===== src/pdgb_pkg.sv =====
// Shared types and constants for the particle density grid binning unit.
// Holds payload structs, config registers, queue entry and status codes.
// No dependencies.
`timescale 1ns / 1ps

package pdgb_pkg;

  localparam int MAX_CELLS_PER_SIDE_DEF = 16;
  localparam int COUNT_WIDTH_DEF        = 16;

  localparam int IDX_W     = 12;  // cell_index field width
  localparam int QDEPTH    = 2;   // front-to-back queue depth
  localparam int PADDR_W   = 5;
  localparam int PDATA_W   = 32;
  localparam int REG_IDX_W = 3;

  typedef enum logic [REG_IDX_W-1:0] {
    REG_CELLS_PER_SIDE = 3'd0,
    REG_INV_CELL_SIZE  = 3'd1,
    REG_ORIGIN_X       = 3'd2,
    REG_ORIGIN_Y       = 3'd3,
    REG_ORIGIN_Z       = 3'd4,
    REG_CELL_WEIGHT    = 3'd5,
    REG_ROW_STRIDE     = 3'd6,
    REG_PLANE_STRIDE   = 3'd7
  } reg_idx_t;

  typedef enum logic [1:0] {
    ST_COUNTED = 2'd0,
    ST_DROPPED = 2'd1,
    ST_READ    = 2'd2
  } status_t;

  typedef enum logic [1:0] {
    CLS_ADD  = 2'd0,
    CLS_DROP = 2'd1,
    CLS_READ = 2'd2
  } cls_t;

  typedef struct packed {
    logic [4:0]         cells_per_side;
    logic [23:0]        inv_cell_size;
    logic signed [31:0] origin_x;
    logic signed [31:0] origin_y;
    logic signed [31:0] origin_z;
    logic [31:0]        cell_weight;
    logic [15:0]        row_stride;
    logic [31:0]        plane_stride;
  } cfg_t;

  typedef struct packed {
    logic               op;
    logic signed [31:0] pos_x;
    logic signed [31:0] pos_y;
    logic signed [31:0] pos_z;
    logic [IDX_W-1:0]   cell_index;
  } in_item_t;

  typedef struct packed {
    status_t     status;
    logic [31:0] global_index;
    logic [47:0] density;
  } out_item_t;

  typedef struct packed {
    cls_t             cls;
    logic [31:0]      dist_x;
    logic [31:0]      dist_y;
    logic [31:0]      dist_z;
    logic [IDX_W-1:0] cell_index;
  } entry_t;

endpackage


===== src/pdgb_front.sv =====
// Front end: accepts input beats, subtracts the grid origin and classifies.
// Depends on pdgb_pkg; feeds pdgb_queue.
`timescale 1ns / 1ps

module pdgb_front (
  input  pdgb_pkg::in_item_t in_data,
  input  logic               in_valid,
  output logic               in_stall,
  input  pdgb_pkg::cfg_t     cfg,
  input  logic               full,
  input  logic               clearing,
  output logic               push,
  output pdgb_pkg::entry_t   entry
);
  import pdgb_pkg::*;

  logic [32:0] dx, dy, dz;

  assign dx = {in_data.pos_x[31], in_data.pos_x} - {cfg.origin_x[31], cfg.origin_x};
  assign dy = {in_data.pos_y[31], in_data.pos_y} - {cfg.origin_y[31], cfg.origin_y};
  assign dz = {in_data.pos_z[31], in_data.pos_z} - {cfg.origin_z[31], cfg.origin_z};

  assign in_stall = full | clearing;
  assign push     = in_valid & ~in_stall;

  always_comb begin
    entry.dist_x     = dx[31:0];
    entry.dist_y     = dy[31:0];
    entry.dist_z     = dz[31:0];
    entry.cell_index = in_data.cell_index;
    if (in_data.op) begin
      entry.cls = CLS_READ;
    end else if (dx[32] | dy[32] | dz[32]) begin
      // below the origin on some axis
      entry.cls = CLS_DROP;
    end else begin
      entry.cls = CLS_ADD;
    end
  end

endmodule


===== config.mk =====
export PLATFORM = sky130hd
export DESIGN_NAME = pdgb_front
export DESIGN_NICKNAME = d
export VERILOG_FILES = /design/src/pdgb_pkg.sv /design/src/pdgb_front.sv
export SDC_FILE = /design/constraint.sdc
export NUM_CORES = 1
export LEC_CHECK = 0
export BUFFER_PORTS_ARGS = -buffer_cell sky130_fd_sc_hd__buf_2
export CAP_MARGIN = 30
export CORE_AREA = 5 5 164 166
export DETAILED_ROUTE_END_ITERATION = 16
export DIE_AREA = 0 0 169 171
export PLACE_DENSITY = 0.6
export SYNTH_ARGS = -nofsm -noshare
export SYNTH_HDL_FRONTEND = slang
export SYNTH_SLANG_ARGS = --single-unit

===== constraint.sdc =====
create_clock -name vclk -period 2.7
set_clock_uncertainty 0.05 [all_clocks]
set_input_delay 0.27 -clock vclk [all_inputs]
set_output_delay 0.27 -clock vclk [all_outputs]
set_load 0.05 [all_outputs]

==> impl_metrics.env <==
export IMPL_status="finished with violations"
export IMPL_violations="negative setup slack"
export IMPL_cp_required_ns=2.38
export IMPL_rows=59
export IMPL_yosysMostFrequentCell="inv_1"
export IMPL_port_buffers=296
export IMPL_powerDensity_nw_per_um2=398
export IMPL_slew_viol_final=0
export IMPL_drive_above_1_share_pct=54.4
export IMPL_num_vias=6803
export IMPL_holdPathEnd="entry[0]"
export IMPL_drtPass1Iterations=4
export IMPL_nClkBuffers=0
export IMPL_synth_area_leaders="ha_1 (24%), xnor2_1 (9.9%), inv_1 (9.3%), a21oi_1 (7.7%), a21o_1 (5.2%)"
export IMPL_cp_start_kind="input pin"
export IMPL_ctsHoldBuffers=0
export IMPL_grt_use_total_pct=13.8
export IMPL_via_per_inst=4.45
export IMPL_worst_slack_ns=-0.536
export IMPL_core_area_um2=25500
export IMPL_initial_core_util_pct=19.9
export IMPL_critPathKind="input pin to output port"
export IMPL_die_w_um=169
export IMPL_leakagePower_nw=5.24
export IMPL_area_delta_synth_final_pct=102
export IMPL_slew_headroom_pct=53.7
export IMPL_finalHoldViolations=0
export IMPL_post_place_ws_ns=-0.753
export IMPL_dieArea_um2=28900
export IMPL_yosys_top_cells_count="inv_1 (125), ha_1 (96), a21oi_1 (78)"
export IMPL_first_iter_violations=227
export IMPL_syn_area_per_cell_um2=6.82
export IMPL_max_cap_viol_count=0
export IMPL_syn_inst=743
export IMPL_overflow=0
export IMPL_nFlopsAndLatches=0
export IMPL_drcViolationCount=0
export IMPL_tightest_slew_ns=0.676
export IMPL_routed_wl_um=21600
export IMPL_irDropWorstVdd_mv=0.237
export IMPL_power_w=0.00407
export IMPL_grt_pass1_wl_um=33600
export IMPL_holdCritPathClass="input pin to output port"
export IMPL_clock_fmax_ghz=0.309
export IMPL_antenna_found_initial=9
export IMPL_ant_nets=0
export IMPL_yosysWarnings=0
export IMPL_fp_dieH_um=171
export IMPL_wl_per_cell_um=14.1
export IMPL_syn_area_um2=5070
export IMPL_grt_max_degree=8
export IMPL_hpwlAfterDp_um=19000
export IMPL_yosysTopAreaCellShare_pct=23.7
export IMPL_rsz0062_at_grt="yes"
export IMPL_crit_path_max_fanout=2
export IMPL_grt_pass1_vias=7013
export IMPL_ys_types=67
export IMPL_hold_depth=0
export IMPL_cp_arrival_ns=2.92
export IMPL_ys_seq_area_share_pct=0
export IMPL_worstSetupEndpointType="output port"
export IMPL_io_pins=429
export IMPL_post_route_min_period_ns=3.24
export IMPL_finalSetupViolCount=36
export IMPL_nNetsFinal=1610
export IMPL_synth_largest_area_cell="ha_1"
export IMPL_fin_crit_sh_pct=120
export IMPL_synth_nets=1159
export IMPL_ff_latch_area_um2=0
export IMPL_routabilityCongestion=0.853
export IMPL_min_from="in_data[0]"
## cells by family after synthesis
| family | share of synthesized area [%] |
|---|---|
| AO/OA/AOI/OAI | 32.7 |
| XOR/XNOR | 13.7 |
| adder cells (fa/ha/maj) | 24.9 |
| buffers and inverters | 11.3 |
| AND/OR/NAND/NOR | 17.4 |
## through the flow
| step | TNS (ns) | hold WS, ns | util (%) | cells | area, um2 |
|---|---|---|---|---|---|
| floorplan | -4.14 | 0.544 | - | 743 | 6060 |
| global placement | -17.52 | 0.490 | 35.4 | 1502 | 9010 |
| detailed placement | -18.49 | 0.490 | 35.4 | 1502 | 9010 |
| CTS | -10.13 | 0.490 | 38.7 | 1517 | 9860 |
| global route | -14.98 | 0.490 | 40.2 | 1528 | 10200 |
| finish | -9.54 | 0.490 | 40.2 | 1528 | 10200 |
## worst max-delay path, stage by stage
cell	delay [ns]
buf_8	0.08
inv_8	0.03
ha_4	0.15
fa_2	0.35
nand2b_4	0.16
a21oi_4	0.16
o21ai_4	0.09
a2111oi_4	0.34
a311oi_2	0.16
o21a_1	0.23
o21ai_2	0.18
a21oi_2	0.09
o211ai_1	0.29
a41oi_4	0.14
buf_6	0.17
## worst max-delay path by stage
| stage | start | endpoint | slack [ns] | depth (start not counted) |
|---|---|---|---|---|
| final | in_data[76] | entry[108] | -0.54 | 15 |
| after global routing | in_data[76] | entry[108] | -0.69 | 15 |
| after CTS | in_data[76] | entry[108] | -0.55 | 15 |
| after detailed placement | in_data[44] | entry[74] | -0.75 | 15 |
| after global placement | in_data[76] | entry[108] | -0.71 | 15 |
| after floorplan | in_data[76] | entry[108] | -0.37 | 13 |
## timing repair
item	in CTS	in global routing
endpoints found under the setup margin	49	55
pin swaps	85	44
setup buffers	15	15
gates resized for setup	175	64
## placed cells by master, fill, tap and decap left out, drive strengths merged, types with 8 or more instances in the layout
cell,netlist,routed
nor2b,13,13
o21a,12,12
nor3,9,9
nor2,61,61
a211oi,8,8
nand2,41,41
ha,96,96
and2,8,8
nand2b,10,10
inv,125,125
o21ai,46,46
xnor2,57,57
a21o,35,35
buf,13,463
xor2,22,22
o21bai,12,12
nand3,15,15
a21oi,82,82
## power by group
| group | internal (W) | total [W] | switching [W] |
|---|---|---|---|
| combinational | 0.00169 | 0.00407 | 0.00239 |
| clock | 0.0000000000495 | 0.0000000000495 | 0 |
| sequential | 0 | 0 | 0 |
| total | 0.00169 | 0.00407 | 0.00239 |
## cell type report
cell class                 instances  area, um2
fill                            2567      15200
multi-input combinational        603       6010
timing repair buffer             464       3300
inverter                         125        504
tap                              335        419
antenna                            1       2.50
## metal layers
metal	global-route usage, %	vias to the layer above	wire [um]
li1	-	3474	-
met4	1.37	16	214
met5	0	-	92
met1	16.7	3061	8880
met3	4.02	30	1970
met2	25.2	222	10500
(Power assumes the default switching activity.)
