$ cat config.mk
export PLATFORM = sky130hd
export DESIGN_NAME = pdgb_queue
export DESIGN_NICKNAME = d
export VERILOG_FILES = /design/src/pdgb_pkg.sv /design/src/pdgb_queue.sv
export SDC_FILE = /design/constraint.sdc
export NUM_CORES = 1
export LEC_CHECK = 0
export ABC_AREA = 1
export CAP_MARGIN = 0
export CELL_PAD_IN_SITES_DETAIL_PLACEMENT = 0
export CELL_PAD_IN_SITES_GLOBAL_PLACEMENT = 1
export CORE_MARGIN = 2
export CORE_UTILIZATION = 53
export DETAILED_ROUTE_END_ITERATION = 16
export DONT_BUFFER_PORTS = 1
export PLACE_DENSITY = 0.81
export RECOVER_POWER = 25
export SYNTH_ARGS = -nofsm -noshare
export SYNTH_HDL_FRONTEND = slang
export SYNTH_SLANG_ARGS = --single-unit
$ cat constraint.sdc
create_clock -name clk -period 6.5 [get_ports clk]
set_input_delay 0.325 -clock clk [delete_from_list [all_inputs] [get_ports clk]]
set_output_delay 0.325 -clock clk [all_outputs]
set_load 0.03 [all_outputs]
$ cat src/pdgb_pkg.sv
// Shared types and constants for the particle density grid binning unit.
// Holds payload structs, config registers, queue entry and status codes.
// No dependencies.
`timescale 1ns / 1ps

package pdgb_pkg;

  localparam int MAX_CELLS_PER_SIDE_DEF = 16;
  localparam int COUNT_WIDTH_DEF        = 16;

  localparam int IDX_W     = 12;  // cell_index field width
  localparam int QDEPTH    = 2;   // front-to-back queue depth
  localparam int PADDR_W   = 5;
  localparam int PDATA_W   = 32;
  localparam int REG_IDX_W = 3;

  typedef enum logic [REG_IDX_W-1:0] {
    REG_CELLS_PER_SIDE = 3'd0,
    REG_INV_CELL_SIZE  = 3'd1,
    REG_ORIGIN_X       = 3'd2,
    REG_ORIGIN_Y       = 3'd3,
    REG_ORIGIN_Z       = 3'd4,
    REG_CELL_WEIGHT    = 3'd5,
    REG_ROW_STRIDE     = 3'd6,
    REG_PLANE_STRIDE   = 3'd7
  } reg_idx_t;

  typedef enum logic [1:0] {
    ST_COUNTED = 2'd0,
    ST_DROPPED = 2'd1,
    ST_READ    = 2'd2
  } status_t;

  typedef enum logic [1:0] {
    CLS_ADD  = 2'd0,
    CLS_DROP = 2'd1,
    CLS_READ = 2'd2
  } cls_t;

  typedef struct packed {
    logic [4:0]         cells_per_side;
    logic [23:0]        inv_cell_size;
    logic signed [31:0] origin_x;
    logic signed [31:0] origin_y;
    logic signed [31:0] origin_z;
    logic [31:0]        cell_weight;
    logic [15:0]        row_stride;
    logic [31:0]        plane_stride;
  } cfg_t;

  typedef struct packed {
    logic               op;
    logic signed [31:0] pos_x;
    logic signed [31:0] pos_y;
    logic signed [31:0] pos_z;
    logic [IDX_W-1:0]   cell_index;
  } in_item_t;

  typedef struct packed {
    status_t     status;
    logic [31:0] global_index;
    logic [47:0] density;
  } out_item_t;

  typedef struct packed {
    cls_t             cls;
    logic [31:0]      dist_x;
    logic [31:0]      dist_y;
    logic [31:0]      dist_z;
    logic [IDX_W-1:0] cell_index;
  } entry_t;

endpackage

$ cat src/pdgb_queue.sv
// Short queue between front and back so each side stalls on its own.
// Depends on pdgb_pkg for the entry type and depth.
`timescale 1ns / 1ps

module pdgb_queue (
  input  logic             clk,
  input  logic             rst,
  input  logic             push,
  input  pdgb_pkg::entry_t entry_in,
  input  logic             pop,
  output logic             full,
  output logic             not_empty,
  output pdgb_pkg::entry_t head
);
  import pdgb_pkg::*;

  localparam int PW = (QDEPTH > 1) ? $clog2(QDEPTH) : 1;
  localparam int CNW = $clog2(QDEPTH + 1);

  entry_t          slots [QDEPTH];
  logic [PW-1:0]   wr_ptr;
  logic [PW-1:0]   rd_ptr;
  logic [CNW-1:0]  count;

  assign full      = (count == CNW'(QDEPTH));
  assign not_empty = (count != '0);
  assign head      = slots[rd_ptr];

  always_ff @(posedge clk) begin
    if (push) begin
      slots[wr_ptr] <= entry_in;
    end
  end

  always_ff @(posedge clk) begin
    if (rst) begin
      wr_ptr <= '0;
      rd_ptr <= '0;
      count  <= '0;
    end else begin
      if (push) begin
        wr_ptr <= (wr_ptr == PW'(QDEPTH - 1)) ? '0 : wr_ptr + PW'(1);
      end
      if (pop) begin
        rd_ptr <= (rd_ptr == PW'(QDEPTH - 1)) ? '0 : rd_ptr + PW'(1);
      end
      if (push && !pop) begin
        count <= count + CNW'(1);
      end else if (pop && !push) begin
        count <= count - CNW'(1);
      end
    end
  end

endmodule

==> flow_summary.json <==
{
  "status": "finished clean",
  "final_util": 0.661,
  "antenna_found_initial": 0,
  "syn_area_um2": 8660,
  "crit_required_ns": 6.17,
  "gr-total-overflow": 0,
  "period_share": 0.494,
  "wl_met3_mm": 1.16,
  "wl_per_cell_um": 20.5,
  "layout_common_cells": "edfxtp_1 (220), dlygate4sd3_1 (113), mux2_4 (100)",
  "vias": 3843,
  "rr_startpoint": "wr_ptr$_SDFFE_PP0P_",
  "synthCells": 375,
  "vias_per_cell": 5.22,
  "cp-end-kind": "output port",
  "cts_buffer_depth": 3,
  "wirelength_met1_mm": 5.71,
  "layout-drive-gt1-share": 0.283,
  "switching_power_uw": 790,
  "drc": 0,
  "cts_sinks": 225,
  "final.setup.tns_ns": 0,
  "initial_core_util": 0.543,
  "grt_setup_unrepaired": "no",
  "finalHoldViolCount": 0,
  "dr.pass1.iters": 4,
  "crit_fanout": 56,
  "synth_top_cell_by_area": "edfxtp_1",
  "ir_drop_mv": 0.258,
  "postSynthAreaPerCell_um2": 23.1,
  "area_delta_synth_final_pct": 21.7,
  "dpl_cell_area_um2": 8750,
  "crit_chain": "buf_4 -> mux2_4",
  "synth_top_cell_area_share": 0.763,
  "swShare": 0.240,
  "skew_ns": 0.00657,
  "synth_warnings": 0,
  "htreeDepth": 1,
  "ant_nets": 0,
  "die_y_um": 132,
  "regToRegEndpoint": "slots[0][50]$_DFFE_PP_",
  "grt_pass1_wl_mm": 23.0,
  "holdWs_ns": 0.107,
  "top_layer": "met4",
  "rows": 46,
  "layout_min_cycle_time_ns": 3.21,
  "gp_congestion": 0.733,
  "antennaDiodeCount": 0,
  "die_area_um2": 17400,
  "rrSetupSlack_ns": 3.98,
  "cts_tree": "done",
  "cts_root_buf": "clkbuf_16",
  "die_width_um": 132,
  "hold_class": "input port to flip-flop",
  "io_buffers": 0,
  "path_class": "flip-flop to output port",
  "final_common_cell": "edfxtp_1",
  "met2_length_mm": 7.96,
  "timing.fmax_mhz": 311,
  "postCtsSetupBuffers": 0,
  "power_density_nw_per_um2": 312,
  "grt_use_total": 0.168,
  "power_frac_clock": 0.347,
  "p_comb_frac": 0.131,
  "ys_ff_latch": 225,
  "totalWireLength_mm": 15.1,
  "first_iter_violations": 233,
  "cts_buffers": 23,
  "slowest_stage": "dfxtp_4",
  "grt_max_degree": 78,
  "p_int_uw": 2510,
  "grt_pass1_vias": 4128,
  "hold_start": "push",
  "pin_count": 226,
  "slowest_delay_ns": 1.01,
  "ys_seq_area_frac": 0.774,
  "final_area_um2": 10500,
  "critPathLaunchType": "flip-flop",
  "finalSetupViolCount": 0,
  "worst_pin_slew_ns": 1.07,
  "syn_nets": 490,
  "synth_cell_type_count": 17,
  "dpl.hpwl_mm": 9.25,
  "maxCapViolCount": 0,
  "hold_depth": 2,
  "fin_nets": 619,
  "worstPathArrival_ns": 2.89,
  "p_leak_uw": 0.00379,
  "fp.coreArea_um2": 15900,
  "holdPathEnd": "count[0]$_SDFFE_PP0P_",
  "fillers": 1052,
  "maxSlewHeadroom": 0.285,
  "clk_latency_ns": 0.48,
  "cts.reportedPaths.clkPinSlew_ns": 0.06,
  "synth_area_leaders": "edfxtp_1 (76%), mux2_4 (17%), buf_12 (2.3%)",
  "slew_viol_final": 0,
  "reg2reg_depth": 2,
  "p_seq_frac": 0.522
}
[final cells by class]
cell class / count / area (um2) / area share
clock buffers: 29 / 598 / 0.0567
clock inverters: 12 / 61.3 / 0.00581
inverters: 9 / 36.3 / 0.00344
multi-input cells: 129 / 1710 / 0.163
flip-flops and latches: 225 / 6710 / 0.636
well taps: 216 / 270 / 0.0256
repair buffers: 116 / 1150 / 0.109
[metal layers]
metal  vias up  global-route usage
met3        19              0.0584
met2       172               0.307
li1       1728                   -
met1      1924               0.191
met5         -                   0
met4         0              0.0374
[worst max-delay path by stage]
| stage | depth (start not counted) | endpoint | slack (ns) |
|---|---|---|---|
| 2_1_floorplan | 2 | slots[0][0]$_DFFE_PP_ | 0.95 |
| 3_3_place_gp | 2 | head[5] | 3.83 |
| 3_5_place_dp | 2 | head[23] | 3.78 |
| 4_1_cts | 2 | head[23] | 3.25 |
| 5_1_grt | 2 | head[23] | 3.15 |
| 6_report | 2 | head[23] | 3.29 |
[synth_stat cells]
master and n:
nand3_1 1, mux2_2 10, nor3_1 1, ha_1 1
nand2_1 6, buf_12 10, nor2_1 6, nand4_1 1
dfxtp_1 5, mux2_4 100, xnor2_1 1, edfxtp_1 220
a21oi_1 1, inv_1 9, buf_2 1, buf_6 1
o21ai_0 1
[cell families after synthesis]
logic type,count (synthesis),synth area share
buf+inv,21,0.0289
simple gates,15,0.00708
fa+ha+maj,1,0.00144
flops,225,0.774
xor+xnor,1,0.00101
compound gates,2,0.00115
mux,110,0.186
[what timing repair did]
item                                   in CTS  in global routing
resized for setup                           0                  0
setup endpoints to repair                   0                  0
hold buffers                              113                  0
endpoints found under the hold margin     224                  0
[power groups by stage]
| stage | clock [uW] | sequential [uW] | combinational (uW) |
|---|---|---|---|
| after CTS | 1170 | 1720 | 436 |
| after global routing | 1230 | 1730 | 451 |
| after floorplan | 0 | 1730 | 372 |
| after detailed placement | 0 | 1750 | 370 |
| after global placement | 0 | 1750 | 365 |
| final | 1140 | 1720 | 433 |
[worst max-delay path: cells and delay by family, from the launching register on]
kind | cells | cell delay [ns]
muxes | 1 | 0.42
buffers and inverters | 1 | 0.89
DFF | 1 | 1.01
[metrics by stage]
stage,power [uW],std cells,worst slack (ns)
6_report,3290,736,3.29
5_1_grt,3410,736,3.15
4_1_cts,3330,736,3.25
3_5_place_dp,2120,582,3.78
3_3_place_gp,2110,582,3.83
2_1_floorplan,2110,375,0.949
[sequential cells by signal (all words and copies together) (netlist names), named ones only]
register  cells
count         2
rd_ptr        1
slots       220
wr_ptr        1
No activity file was read; power rests on OpenSTA's default activity.
